### src/rtl/tcsq_pkg.sv
// ============================================================================
// tcsq_pkg : shared types for the timed command scheduler queue
// Entry, request, response and cell control types used by the queue cells
// and the top level.
// ============================================================================
`default_nettype none

package tcsq_pkg;

  // Operation codes carried in the request word.
  typedef enum logic [1:0] {
    CMD_TICK   = 2'd0,
    CMD_INSERT = 2'd1,
    CMD_CLEAR  = 2'd2,
    CMD_NONE   = 2'd3
  } cmd_e;

  // What every cell of the chain does with its entry.
  typedef enum logic [1:0] {
    CELL_HOLD = 2'd0,
    CELL_PUSH = 2'd1,
    CELL_POP  = 2'd2
  } cell_op_e;

  typedef struct packed {
    logic [7:0]  code;
    logic [31:0] value;
    logic [31:0] due;
    logic [31:0] interval;
  } entry_t;

  // Broadcast to all cells: the operation, whether a pop also places a
  // re-armed copy, and the entry to be placed.
  typedef struct packed {
    cell_op_e op;
    logic     rearm;
    entry_t   fresh;
  } cell_ctrl_t;

  typedef struct packed {
    logic [1:0]  cmd;
    logic [31:0] now_time;
    logic [7:0]  command_code;
    logic [31:0] command_value;
    logic [31:0] due_time;
    logic [31:0] repeat_interval;
  } req_t;

  typedef struct packed {
    logic        due_valid;
    logic [7:0]  due_command;
    logic [31:0] due_value;
    logic        insert_accepted;
    logic        rearm_dropped;
    logic [4:0]  entries_held;
  } rsp_t;

endpackage

`default_nettype wire

### src/rtl/tcsq_cell.sv
// ============================================================================
// tcsq_cell : one slot of the sorted shift-register queue
// Holds one entry, compares its due time against the broadcast entry and
// takes its own, its left or its right neighbor's entry, or the new one.
// ============================================================================
`default_nettype none

module tcsq_cell (
  input  wire                   clk_i,
  input  tcsq_pkg::cell_ctrl_t  ctrl_i,
  input  wire                   valid_i,
  input  wire                   head_i,
  input  wire                   stay_prev_i,
  input  wire                   stay_next_i,
  input  tcsq_pkg::entry_t      left_i,
  input  tcsq_pkg::entry_t      right_i,
  output tcsq_pkg::entry_t      entry_o,
  output logic                  stay_o
);

  tcsq_pkg::entry_t entry_q;
  tcsq_pkg::entry_t entry_d;

  // The held entry stays ahead of the new one unless it is strictly later.
  always_comb begin
    stay_o = valid_i && !(ctrl_i.fresh.due < entry_q.due);
  end

  always_comb begin
    entry_d = entry_q;
    case (ctrl_i.op)
      tcsq_pkg::CELL_PUSH: begin
        if (!stay_o) begin
          if (head_i || stay_prev_i) begin
            entry_d = ctrl_i.fresh;
          end else begin
            entry_d = left_i;
          end
        end
      end
      tcsq_pkg::CELL_POP: begin
        // After the head leaves, this slot holds what was one to the right,
        // unless the re-armed copy lands here or further left.
        if (!ctrl_i.rearm || stay_next_i) begin
          entry_d = right_i;
        end else if (head_i || stay_o) begin
          entry_d = ctrl_i.fresh;
        end
      end
      default: begin
        entry_d = entry_q;
      end
    endcase
  end

  always_ff @(posedge clk_i) begin
    entry_q <= entry_d;
  end

  assign entry_o = entry_q;

endmodule

`default_nettype wire
### config.mk
export PLATFORM = sky130hd
export DESIGN_NAME = tcsq_cell
export DESIGN_NICKNAME = d
export VERILOG_FILES = /design/src/rtl/tcsq_pkg.sv /design/src/rtl/tcsq_cell.sv
export SDC_FILE = /design/constraint.sdc
export NUM_CORES = 1
export LEC_CHECK = 0
export BUFFER_PORTS_ARGS = -buffer_cell sky130_fd_sc_hd__buf_4
export CORE_ASPECT_RATIO = 0.5
export CORE_MARGIN = 5
export CORE_UTILIZATION = 25
export CTS_BUF_LIST = sky130_fd_sc_hd__clkbuf_4
export CTS_CLUSTER_SIZE = 25
export DETAILED_ROUTE_END_ITERATION = 7
export GPL_TIMING_DRIVEN = 0
export SLEW_MARGIN = 20
export SYNTH_ARGS = -nofsm -noshare
export SYNTH_HDL_FRONTEND = slang
export SYNTH_SLANG_ARGS = --single-unit
export TNS_END_PERCENT = 10
### constraint.sdc
create_clock -name clk_i -period 8.9 [get_ports clk_i]
set_input_delay 1.78 -clock clk_i [delete_from_list [all_inputs] [get_ports clk_i]]
set_output_delay 1.78 -clock clk_i [all_outputs]
set_load 0.02 [all_outputs]
==> results by group, run 1 <==
Finish
  • Max reg flops: 104
  • Fin cells: 1,325
  • Share of layout cells above drive strength 1: 0.4606
  • Post-layout util: 0.4186
  • Post-route cell area: 9499 sq um
  • Synthesis-to-finish area growth: 65.69%
  • Fill count: 2,269
  • Final net count: 1,362

Logic synthesis
  • Synth Cell Area: 5733 sq um
  • Synth cell types: 29
  • Mux share of post-synthesis cell area: 0
  • Cells after Synth: 574
  • Predominant post-synthesis flop cell: edfxtp_1
  • Post-synth ARST share: 0
  • Net count after synthesis: 925
  • Post-synthesis simple-gate area fraction: 0.1700
  • Post-Synth XOR/XNOR Area: 0
  • Top cells by area, synth: edfxtp_1, nand2_1, a22oi_1, ha_1, inv_1
  • Sequential share of the synthesized area: 0.5447
  • Register bit count reported by yosys: 104
  • Largest family of logic cells by synthesized area: compound AO/OA/AOI/OAI gates
  • Post-synthesis compound-gate area fraction: 0.1704
  • Synth area leader: edfxtp_1
  • Synthesis Warnings: 0
  • Synth top cells by count: nand2_1, a22oi_1, edfxtp_1
  • Synth Area in Adders: 0.06766
  • Most frequent cell after synthesis: nand2_1
  • Yosys top cell area share: 0.5447
  • Post-synth EDFFs: 104
  • Syn_area_per_cell: 9.988 sq um

Die
  • DIE WIDTH: 224.2 um
  • IO Pins: 425
  • DIE HEIGHT: 117.1 um
  • Die area: 26,240 sq um
  • Initial Util: 0.2527
  • Cell Rows: 39
  • Core footprint: 22,690 sq um

STA
  • Worst Clk Skew: 19.42 ps
  • Post-layout min period: 5361 ps
  • Worst slew pin tran: 599.9 ps
  • Final hold violation count: 0
  • Final worst setup slack: 3539 ps
  • Fin Setup TNS: 0 ps
  • Final setup viols: 0
  • RSZ-0062 raised after global routing: false
  • Final slew viol count: 0
  • Slew headroom: 0.5979
  • Fmax: 186.5 MHz
  • Final worst-path cycle share: 0.6024
  • Final hold slack: 1394 ps

Worst setup path
  • CP cell instances: buf_4 -> ha_1 -> a211o_1 -> a31oi_1 -> o311a_1 -> o41ai_4 -> a31oi_1 -> nor2b_1 -> buf_4
  • Crit path kind: in2out
  • Worst R2R Setup Slack: 5810 ps
  • CP bufs+invs: 2
  • Startpoint Class: input port
  • CP Max Fanout: 3
  • CP max-delay cell: o41ai_4
  • Critical Path RT: 7120 ps
  • WP data arrival: 3580 ps
  • Crit path max-delay family: compound AO/OA/AOI/OAI gates
  • CP endpoint kind: output pin
  • Critical Path Max Stage Delay: 370 ps

Placement
  • Pre-CTS setup slack: 3551 ps
  • Inst Count DP: 1,307
  • Buffers added on ports: 424
  • Final Wtd Congestion: 0.9118
  • Post-Place Cell Area: 9360 sq um
  • DP Wirelength: 22,480 um

Clock network
  • CTS buffer count: 9
  • Resized cells post-CTS: 0
  • CTS Root Cell: clkbuf_4
  • Clock slew at reported path FFs: 160 ps
  • Clk Latency, worst-skew pair: 500 ps
  • CTS Buffer Depth: 2
  • TritonCTS clock tree: built
  • Post-CTS Hold Fix Bufs: 0
  • H-Tree Depth: 3
  • Num Clock Sinks: 104
  • Post-CTS Setup Inserts: 0

GRT
  • Gr busiest metal: met2
  • GRT Overall Usage: 0.1926
  • Initial antenna violation count: 1
  • Met2 Use GR: 0.3208
  • First-pass GRT wire length: 37,570 um
  • Number of global-route vias before repair: 6,176
  • Total gr overflow: 0
  • Met3 global-route usage: 0.04610
  • Largest net degree at the start of global routing: 49
  • Met1 global-route usage: 0.2531

Drt
  • # DRC: 0
  • Total Wirelength: 27,150 um
  • TritonRoute pass-1 iters: 4
  • Final ANT Viol Nets: 0
  • First DRT Iteration DRCs: 495
  • WL/cell: 20.49 um
  • Vias: 6,181
  • Via density: 4.665

Pwr
  • Peak VDD IR: 63.91 uV
  • Power, Total: 1.405 mW
  • LEAKAGE: 4.691 nW
  • P per Cell Area: 147.9 nW/um^2

Outcome
  • Status: finished, final reports clean

Min path
  • Worst hold path type: reg2reg

Job
  • Max Cap Viol: 0
[area by class of cell]
cell class                      instances  area, sq um  area share
Inverter                               32        120.1     0.01264
Timing Repair Buffer                  426         3231      0.3401
Tap cell                              307        384.1     0.04044
Antenna cell                            2        5.005   0.0005269
Clock inverter                          6        58.81    0.006191
Buffer                                 33        150.1     0.01581
Multi-Input combinational cell        405         2352      0.2476
Clock buffer                           10        75.07    0.007903
Sequential cell                       104         3123      0.3288
[metal layers]
| metal | up-vias | share of wire |
|---|---|---|
| li1 | 2952 | - |
| met1 | 3004 | 0.42 |
| met2 | 188 | 0.51 |
| met3 | 37 | 0.048 |
| met4 | 0 | 0.023 |
| met5 | - | 0 |
[power by group]
part	internal (mW)	switching [mW]
clock network	0.0877	0.168
registers	0.622	0.0230
logic	0.228	0.276
[final timing paths]
kind	cells past startpoint	end	start
worst min-delay path	6	entry_o[50]	entry_o[63]
worst min register to register	6	entry_o[50]	entry_o[63]
worst max-delay path	9	stay_o	ctrl_i[34]
worst max register to register	9	entry_o[0]	entry_o[39]
[worst register-to-register path, cell delays in order, from the launching register on]
cell and delay [ps]:
edfxtp_1 410, inv_1 60, ha_1 300, nand4_1 100, o311a_1 410, o41ai_4 370
nand4_1 210, nand3_4 300, buf_12 280, buf_16 290
[logic make-up (layout without fill, tap and decap cells)]
family / count (synthesis) / count (layout)
flip-flops: 104 / 104
AND/OR/NAND/NOR: 241 / 241
buffers and inverters: 65 / 507
adder cells (fa/ha/maj): 31 / 31
AO/OA/AOI/OAI: 133 / 133
other: 0 / 2
[cells in the final DEF, fill, tap and decap left out, drive strengths merged, types with 2 or more instances in the layout]
cell type / n
buf: 447
nand2: 217
a22oi: 104
edfxtp: 104
inv: 33
ha: 31
clkbuf: 22
a21oi: 15
nand4: 5
o21ai: 5
nor2: 4
nand2b: 4
nand3: 4
clkinv: 3
diode: 2
nor2b: 2
a31oi: 2
Note: power is estimated with default switching activity, not from simulation.
==> run 2, diff against run 1 <==
--- a/config.mk
+++ b/config.mk
@@ -5,6 +5,7 @@
 export SDC_FILE = /design/constraint.sdc
 export NUM_CORES = 1
 export LEC_CHECK = 0
+export ABC_AREA = 1
 export BUFFER_PORTS_ARGS = -buffer_cell sky130_fd_sc_hd__buf_4
 export CORE_ASPECT_RATIO = 0.5
 export CORE_MARGIN = 5
==> constraint.sdc (replaced) <==
create_clock -name clk_i -period 4.5 [get_ports clk_i]
set_input_delay 0.9 -clock clk_i [delete_from_list [all_inputs] [get_ports clk_i]]
set_output_delay 0.9 -clock clk_i [all_outputs]
set_load 0.02 [all_outputs]
==> run 2 against run 1 <==
  * Core utilization down 2.5 points
  * Area after synthesis up 21%
  * Die area up 20%
  * Synthesized cell count up 46%
  * Via count up 35%
  * Critical path type unchanged
  * Critical endpoint unchanged
  * Highest routed layer unchanged
==> results by group, run 2 <==
Placement
  • DP Wirelength: 27,650 um (was 22,480 um)
  • Post-Place Cell Area: 10,640 sq um (was 9360 sq um)
  • Final Wtd Congestion: 0.9624 (was 0.9118)
  • Pre-CTS setup slack: 1015 ps (was 3551 ps)
  • Buffers added on ports: 424 (unchanged)
  • Inst Count DP: 1,647 (was 1,307)

Clock network
  • CTS Root Cell: clkbuf_4 (unchanged)
  • CTS Buffer Depth: 2 (unchanged)
  • Clock slew at reported path FFs: 200 ps (was 160 ps)
  • Clk Latency, worst-skew pair: 580 ps (was 500 ps)
  • Post-CTS Setup Inserts: 0 (unchanged)
  • H-Tree Depth: 3 (unchanged)
  • TritonCTS clock tree: built (unchanged)
  • Resized cells post-CTS: 0 (unchanged)
  • CTS buffer count: 9 (unchanged)
  • Post-CTS Hold Fix Bufs: 0 (unchanged)
  • Num Clock Sinks: 104 (unchanged)

GRT
  • Total gr overflow: 0 (unchanged)
  • GRT Overall Usage: 0.2089 (was 0.1926)
  • Number of global-route vias before repair: 8,182 (was 6,176)
  • Largest net degree at the start of global routing: 78 (was 49)
  • First-pass GRT wire length: 50,020 um (was 37,570 um)
  • Initial antenna violation count: 6 (was 1)

STA
  • Fmax: 299.8 MHz
  • RSZ-0062 raised after global routing: false (unchanged)
  • Final worst setup slack: 1165 ps (was 3539 ps)
  • Post-layout min period: 3335 ps
  • Final worst-path cycle share: 0.7412
  • Worst Clk Skew: 33.13 ps (was 19.42 ps)
  • Final hold violation count: 0 (unchanged)
  • Worst slew pin tran: 594.8 ps (was 599.9 ps)
  • Final slew viol count: 0 (unchanged)
  • Slew headroom: 0.6035 (was 0.5979)
  • Final hold slack: 675.2 ps (was 1394 ps)
  • Final setup viols: 0 (unchanged)
  • Fin Setup TNS: 0 ps (unchanged)

Finish
  • Post-route cell area: 10,840 sq um (was 9499 sq um)
  • Share of layout cells above drive strength 1: 0.3841 (was 0.4606)
  • Synthesis-to-finish area growth: 56.28% (was 65.69%)
  • Commonest non-fill, non-tap cell in the layout: buf_4 (unchanged)
  • Area occupied by multi-input gates: 3329 sq um (was 2352 sq um)
  • Post-layout util: 0.3937 (was 0.4186)
  • Seq. cell area: 3123 sq um (unchanged)
  • Fin cells: 1,670 (was 1,325)
  • Final net count: 1,627 (was 1,362)
  • Commonest non-fill, non-tap cells in the layout: buf_4, nand2_1, a21oi_1 (was buf_4, nand2_1, a22oi_1, edfxtp_1, inv_1)
  • Fill count: 2,862 (was 2,269)
  • Max reg flops: 104 (unchanged)

Worst setup path
  • CP Max Fanout: 3 (unchanged)
  • Critical Path RT: 3600 ps (was 7120 ps)
  • CP endpoint kind: output pin (unchanged)
  • WP data arrival: 2440 ps (was 3580 ps)
  • Startpoint Class: input port (unchanged)
  • Crit path kind: in2out (unchanged)

Die
  • IO Pins: 425 (unchanged)
  • Cell Rows: 43 (was 39)
  • Core footprint: 27,550 sq um (was 22,690 sq um)
  • DIE WIDTH: 245.6 um (was 224.2 um)
  • Die area: 31,390 sq um (was 26,240 sq um)
  • DIE HEIGHT: 127.8 um (was 117.1 um)
  • Initial Util: 0.2519 (was 0.2527)

Pwr
  • Pint: 1.909 mW (was 938.0 uW)
  • Power, Total: 2.862 mW (was 1.405 mW)
  • Switch share: 0.3330 (was 0.3324)
  • Clock share of power: 0.231 (was 0.182)
  • LEAKAGE: 5.054 nW (was 4.691 nW)
  • Sequential power share: 0.429 (was 0.459)
  • Peak VDD IR: 114.4 uV (was 63.91 uV)
  • Switching power: 952.9 uW (was 467.1 uW)
  • Combinational power share: 0.340 (was 0.359)
  • P per Cell Area: 263.9 nW/um^2 (was 147.9 nW/um^2)

Drt
  • Vias: 8,367 (was 6,181)
  • Final ANT Viol Nets: 0 (unchanged)
  • # DRC: 0 (unchanged)
  • WL/cell: 20.96 um (was 20.49 um)
  • TritonRoute pass-1 iters: 5 (was 4)
  • Total Wirelength: 35,000 um (was 27,150 um)
  • First DRT Iteration DRCs: 759 (was 495)
  • Via density: 5.010 (was 4.665)

Logic synthesis
  • Top cells by area, synth: edfxtp_1, nand2_1, a32oi_1, a21oi_1, ha_1 (was edfxtp_1, nand2_1, a22oi_1, ha_1, inv_1)
  • Yosys top cell area share: 0.4501 (was 0.5447)
  • Synth top cells by count: nand2_1, a21oi_1, a32oi_1, edfxtp_1, inv_1 (was nand2_1, a22oi_1, edfxtp_1)
  • Synthesis Warnings: 0 (unchanged)
  • Synth cell types: 21 (was 29)
  • Register bit count reported by yosys: 104 (unchanged)
  • Synth area leader: edfxtp_1 (unchanged)
  • Cells after Synth: 840 (was 574)
  • Synth Cell Area: 6939 sq um (was 5733 sq um)
  • Net count after synthesis: 1,191 (was 925)
  • Most frequent cell after synthesis: nand2_1 (unchanged)
  • Predominant post-synthesis flop cell: edfxtp_1 (unchanged)
  • Syn_area_per_cell: 8.261 sq um (was 9.988 sq um)
  • Post-synth ARST share: 0 (unchanged)
  • Sequential share of the synthesized area: 0.4501 (was 0.5447)
  • Post-synth EDFFs: 104 (unchanged)

Job
  • Max Cap Viol: 0 (unchanged)

Outcome
  • Status: finished, final reports clean (unchanged)

Min path
  • Worst hold path type: in2reg (was reg2reg)
-- run 2: cell types whose count changed after synthesis, moves of 15 or more --
cell     before  now
nand2_1     217  345
a32oi_1       0  104
a21oi_1      14  116
buf_2        21   36
a22oi_1     104    0
-- run 2: area by class of cell --
| cell class | count | share of cell area |
|---|---|---|
| Tap cell | 382 | 0.04407 |
| Clock inverter | 6 | 0.009923 |
| Multi-Input combinational cell | 625 | 0.3070 |
| Clock buffer | 10 | 0.006923 |
| Buffer | 67 | 0.03115 |
| Timing Repair Buffer | 425 | 0.2961 |
| Antenna cell | 7 | 0.001615 |
| Sequential cell | 104 | 0.2880 |
| Inverter | 44 | 0.01523 |
-- run 2: cells by family (layout without fill, tap and decap cells) --
group	after synthesis	in the layout	synth area share
AND/OR/NAND/NOR	370	370	0.2036
AO/OA/AOI/OAI	224	224	0.2180
buffers and inverters	111	552	0.07248
flip-flops	104	104	0.4501
adder cells (fa/ha/maj)	31	31	0.05590
other	0	7	0
-- run 2: layer usage --
| layer | track usage | part of all wire | vias up |
|---|---|---|---|
| li1 | - | - | 3884 |
| met4 | 0.06326 | 0.024 | 0 |
| met2 | 0.3696 | 0.52 | 359 |
| met3 | 0.04375 | 0.054 | 43 |
| met1 | 0.2584 | 0.40 | 4081 |
| met5 | 0 | 0 | - |
-- run 2: final timing paths --
check / startpoint / endpoint / slack, ps / cells after the start
setup / recovery: ctrl_i[37] / stay_o / 1160 / 13
hold / removal: ctrl_i[6] / entry_o[6] / 680 / 3
setup reg to reg: entry_o[37] / entry_o[26] / 1650 / 14
hold reg to reg: entry_o[62] / entry_o[45] / 1480 / 9
-- run 2: power by group through the flow --
stage | logic (mW) | clock network, mW | registers [mW]
2_1_floorplan | 0.328 | 0 | 1.36
3_3_place_gp | 0.950 | 0 | 1.26
3_5_place_dp | 0.969 | 0 | 1.25
4_1_cts | 0.973 | 0.690 | 1.23
5_1_grt | 1.05 | 0.730 | 1.24
6_report | 0.973 | 0.661 | 1.23
-- run 2: critical path: stages --
cell	delay [ps]
buf_4	130
ha_1	310
a21oi_1	160
nor2_1	50
nor3_1	140
nand2_1	120
nand2_1	80
nand2_1	110
nand2_1	90
nand2_1	60
nand2_2	70
inv_1	50
buf_4	150
==> run 3, diff against run 2 <==
--- a/config.mk
+++ b/config.mk
@@ -5,7 +5,7 @@
 export SDC_FILE = /design/constraint.sdc
 export NUM_CORES = 1
 export LEC_CHECK = 0
-export ABC_AREA = 1
+export ABC_AREA = 0
 export BUFFER_PORTS_ARGS = -buffer_cell sky130_fd_sc_hd__buf_4
 export CORE_ASPECT_RATIO = 0.5
 export CORE_MARGIN = 5
==> constraint.sdc (replaced) <==
create_clock -name clk_i -period 2.7 [get_ports clk_i]
set_input_delay 0.54 -clock clk_i [delete_from_list [all_inputs] [get_ports clk_i]]
set_output_delay 0.54 -clock clk_i [all_outputs]
set_load 0.02 [all_outputs]
==> run 3 against run 2 <==
  * The flow now finishes with violations (negative setup slack)
  * First-iteration DRC count decreased by 40%
  * Sequential power increased by 73%
  * Critical path depth decreased by 4
  * Clock skew decreased by 9.5 ps
  * Combinational power increased by 84%
  * Sequential share of layout area increased by 3.0 points
  * Via count decreased by 25%
  * Worst setup slack got worse by 1500 ps
  * Critical endpoint unchanged
  * Largest cell class unchanged
  * Largest power group unchanged
==> results by group, run 3 (synthesis gave the netlist of run 1 again) <==
Clock network
  • Post-CTS Hold Fix Bufs: 0 (unchanged)
  • CTS Root Cell: clkbuf_4 (unchanged)
  • TritonCTS clock tree: built (unchanged)
  • Clock slew at reported path FFs: 190 ps (was 200 ps)
  • H-Tree Depth: 3 (unchanged)
  • CTS Buffer Depth: 2 (unchanged)
  • Clk Latency, worst-skew pair: 530 ps (was 580 ps)
  • CTS buffer count: 9 (unchanged)
  • Num Clock Sinks: 104 (unchanged)

Pwr
  • Combinational power share: 0.370 (was 0.340)
  • LEAKAGE: 4.836 nW (was 5.054 nW)
  • Clock share of power: 0.189 (was 0.231)
  • Pint: 3.192 mW (was 1.909 mW)
  • Switch share: 0.3401 (was 0.3330)
  • Switching power: 1.645 mW (was 952.9 uW)
  • Sequential power share: 0.441 (was 0.429)
  • Peak VDD IR: 196.0 uV (was 114.4 uV)
  • P per Cell Area: 492.6 nW/um^2 (was 263.9 nW/um^2)
  • Power, Total: 4.837 mW (was 2.862 mW)

STA
  • Final hold violation count: 0 (unchanged)
  • RSZ-0062 raised after global routing: true (was false)
  • Worst Clk Skew: 23.62 ps (was 33.13 ps)
  • Final setup viols: 82 (was 0)
  • Slew headroom: 0.5058 (was 0.6035)
  • Final slew viol count: 0 (unchanged)
  • Final worst-path cycle share: 1.125
  • Final worst setup slack: -338.5 ps (was 1165 ps)
  • Fmax: 329.1 MHz
  • Post-layout min period: 3038 ps
  • Worst slew pin tran: 737.3 ps (was 594.8 ps)
  • Final hold slack: 266.3 ps (was 675.2 ps)

Outcome
  • Failing checks: negative setup slack
  • Status: finished with violations (was finished, final reports clean)

Finish
  • Fill count: 2,252 (was 2,862)
  • Post-route cell area: 9819 sq um (was 10,840 sq um)
  • Share of layout cells above drive strength 1: 0.4821 (was 0.3841)
  • Commonest non-fill, non-tap cells in the layout: buf_4, nand2_1, a22oi_1, edfxtp_1, inv_1 (was buf_4, nand2_1, a21oi_1)
  • Max reg flops: 104 (unchanged)
  • Synthesis-to-finish area growth: 71.28% (was 56.28%)
  • Final net count: 1,381 (was 1,627)
  • Commonest non-fill, non-tap cell in the layout: buf_4 (unchanged)

GRT
  • GRT Overall Usage: 0.1972 (was 0.2089)
  • Initial antenna violation count: 1 (was 6)
  • Gr busiest metal: met2 (unchanged)
  • Number of global-route vias before repair: 6,133 (was 8,182)
  • Largest net degree at the start of global routing: 40 (was 78)
  • Total gr overflow: 0 (unchanged)
  • Met1 global-route usage: 0.2518 (was 0.2584)
  • Met3 global-route usage: 0.04336 (was 0.04375)
  • Met2 Use GR: 0.3417 (was 0.3696)
  • First-pass GRT wire length: 37,910 um (was 50,020 um)

Worst setup path
  • Critical Path RT: 2160 ps (was 3600 ps)
  • Crit path top cell by count: a31oi_1 (was nand2_1)
  • Startpoint Class: flip-flop (was input port)
  • Critical Path Max Stage Delay: 420 ps (was 310 ps)
  • CP endpoint kind: output pin (unchanged)
  • CP Max Fanout: 2 (was 3)
  • Worst r2r src: entry_o[34] (was entry_o[37])
  • CP cell instances: inv_2 -> ha_4 -> a211o_1 -> a31oi_1 -> o311a_1 -> o41ai_4 -> a31oi_1 -> nor2b_1 -> buf_4 (was buf_4 -> ha_1 -> a21oi_1 -> nor2_1 -> nor3_1 -> nand2_1 -> nand2_1 -> nand2_1 -> nand2_1 -> nand2_1 -> nand2_2 -> inv_1 -> buf_4)
  • CP max-delay cell: edfxtp_1 (was ha_1)
  • WP data arrival: 2500 ps (was 2440 ps)
  • Crit path kind: reg2out (was in2out)
  • CP Launch Point: entry_o[34] (was ctrl_i[37])

Drt
  • WL/cell: 20.81 um (was 20.96 um)
  • TritonRoute pass-1 iters: 5 (unchanged)
  • Final ANT Viol Nets: 0 (unchanged)
  • # DRC: 0 (unchanged)
  • Via density: 4.682 (was 5.010)
  • Total Wirelength: 27,950 um (was 35,000 um)
  • First DRT Iteration DRCs: 457 (was 759)
  • Vias: 6,288 (was 8,367)

Placement
  • Post-Place Cell Area: 9373 sq um (was 10,640 sq um)
  • DP Wirelength: 22,570 um (was 27,650 um)
  • Buffers added on ports: 424 (unchanged)
  • Pre-CTS setup slack: -413.6 ps (was 1015 ps)
  • Final Wtd Congestion: 0.9453 (was 0.9624)

Die
  • DIE HEIGHT: 117.1 um (was 127.8 um)
  • Cell Rows: 39 (was 43)
  • Initial Util: 0.2527 (was 0.2519)
  • Core footprint: 22,690 sq um (was 27,550 sq um)
  • IO Pins: 425 (unchanged)
  • Die area: 26,240 sq um (was 31,390 sq um)
  • DIE WIDTH: 224.2 um (was 245.6 um)

Min path
  • Worst hold path type: in2reg (unchanged)
  • Hold Startpoint: ctrl_i[102] (was ctrl_i[6])

Job
  • Max Cap Viol: 0 (unchanged)
==> run 3: cell types whose count changed in the layout (fill, tap and decap cells not counted), sizes merged, moves of 8 or more <==
cell   change
nand2    -129
a22oi    +104
a32oi    -104
a21oi    -101
nor2      -12
buf       -11
inv        -8
==> run 3: repair_timing <==
action | 4_1_cts | 5_1_grt
endpoints found under the setup margin | 85 | 105
endpoints found under the hold margin | 0 | 0
resized for setup | 2 | 10
setup buffers | 7 | 7
cloned | 3 | 2
pin swaps | 6 | 8
==> run 3: area by class of cell <==
type	count	area, sq um	share of cell area
Inverter	32	120.1	0.01223
Buffer	33	150.1	0.01529
Tap cell	307	384.1	0.03912
Clock buffer	9	67.56	0.006881
Timing Repair Buffer	444	3450	0.3513
Clock inverter	7	82.58	0.008410
Multi-Input combinational cell	406	2440	0.2485
Sequential cell	104	3123	0.3180
Antenna cell	1	2.502	0.0002548
==> run 3: layer usage <==
layer	vias up	wire, um	share of wire
li1	2995	-	-
met1	3035	11460	0.41
met5	-	0	0
met3	43	1508	0.054
met4	0	654	0.023
met2	215	14320	0.51
==> run 3: worst paths after layout <==
| path | slack (ps) | endpoint | cells after the start |
|---|---|---|---|
| worst max-delay path | -340 | stay_o | 9 |
| worst min-delay path | 270 | entry_o[102] | 3 |
| worst max register to register | -140 | entry_o[74] | 10 |
| worst min register to register | 1440 | entry_o[37] | 7 |
==> run 3: per-stage QoR <==
step / TNS (ps) / instances / util
floorplan: -46200 / 574 / -
global placement: -137350 / 1305 / 0.4110
detailed placement: -36100 / 1307 / 0.4131
CTS: -10970 / 1333 / 0.4264
global route: -19880 / 1343 / 0.4328
finish: -9264 / 1343 / 0.4328
==> run 3: critical path: cells and delay by family (launching register included) <==
kind / cells / cell delay [ps]
AND/OR/NAND/NOR: 1 / 130
flip-flops: 1 / 420
adder cells (fa/ha/maj): 1 / 260
AO/OA/AOI/OAI: 5 / 950
buffers and inverters: 2 / 220
==> run 3: power by group through the flow <==
stage	combinational, mW	sequential, mW	clock, mW
detailed placement	1.67	2.17	0
finish	1.79	2.13	0.913
global route	1.92	2.15	1.02
floorplan	0.479	2.42	0
CTS	1.75	2.13	0.968
global placement	1.62	2.18	0
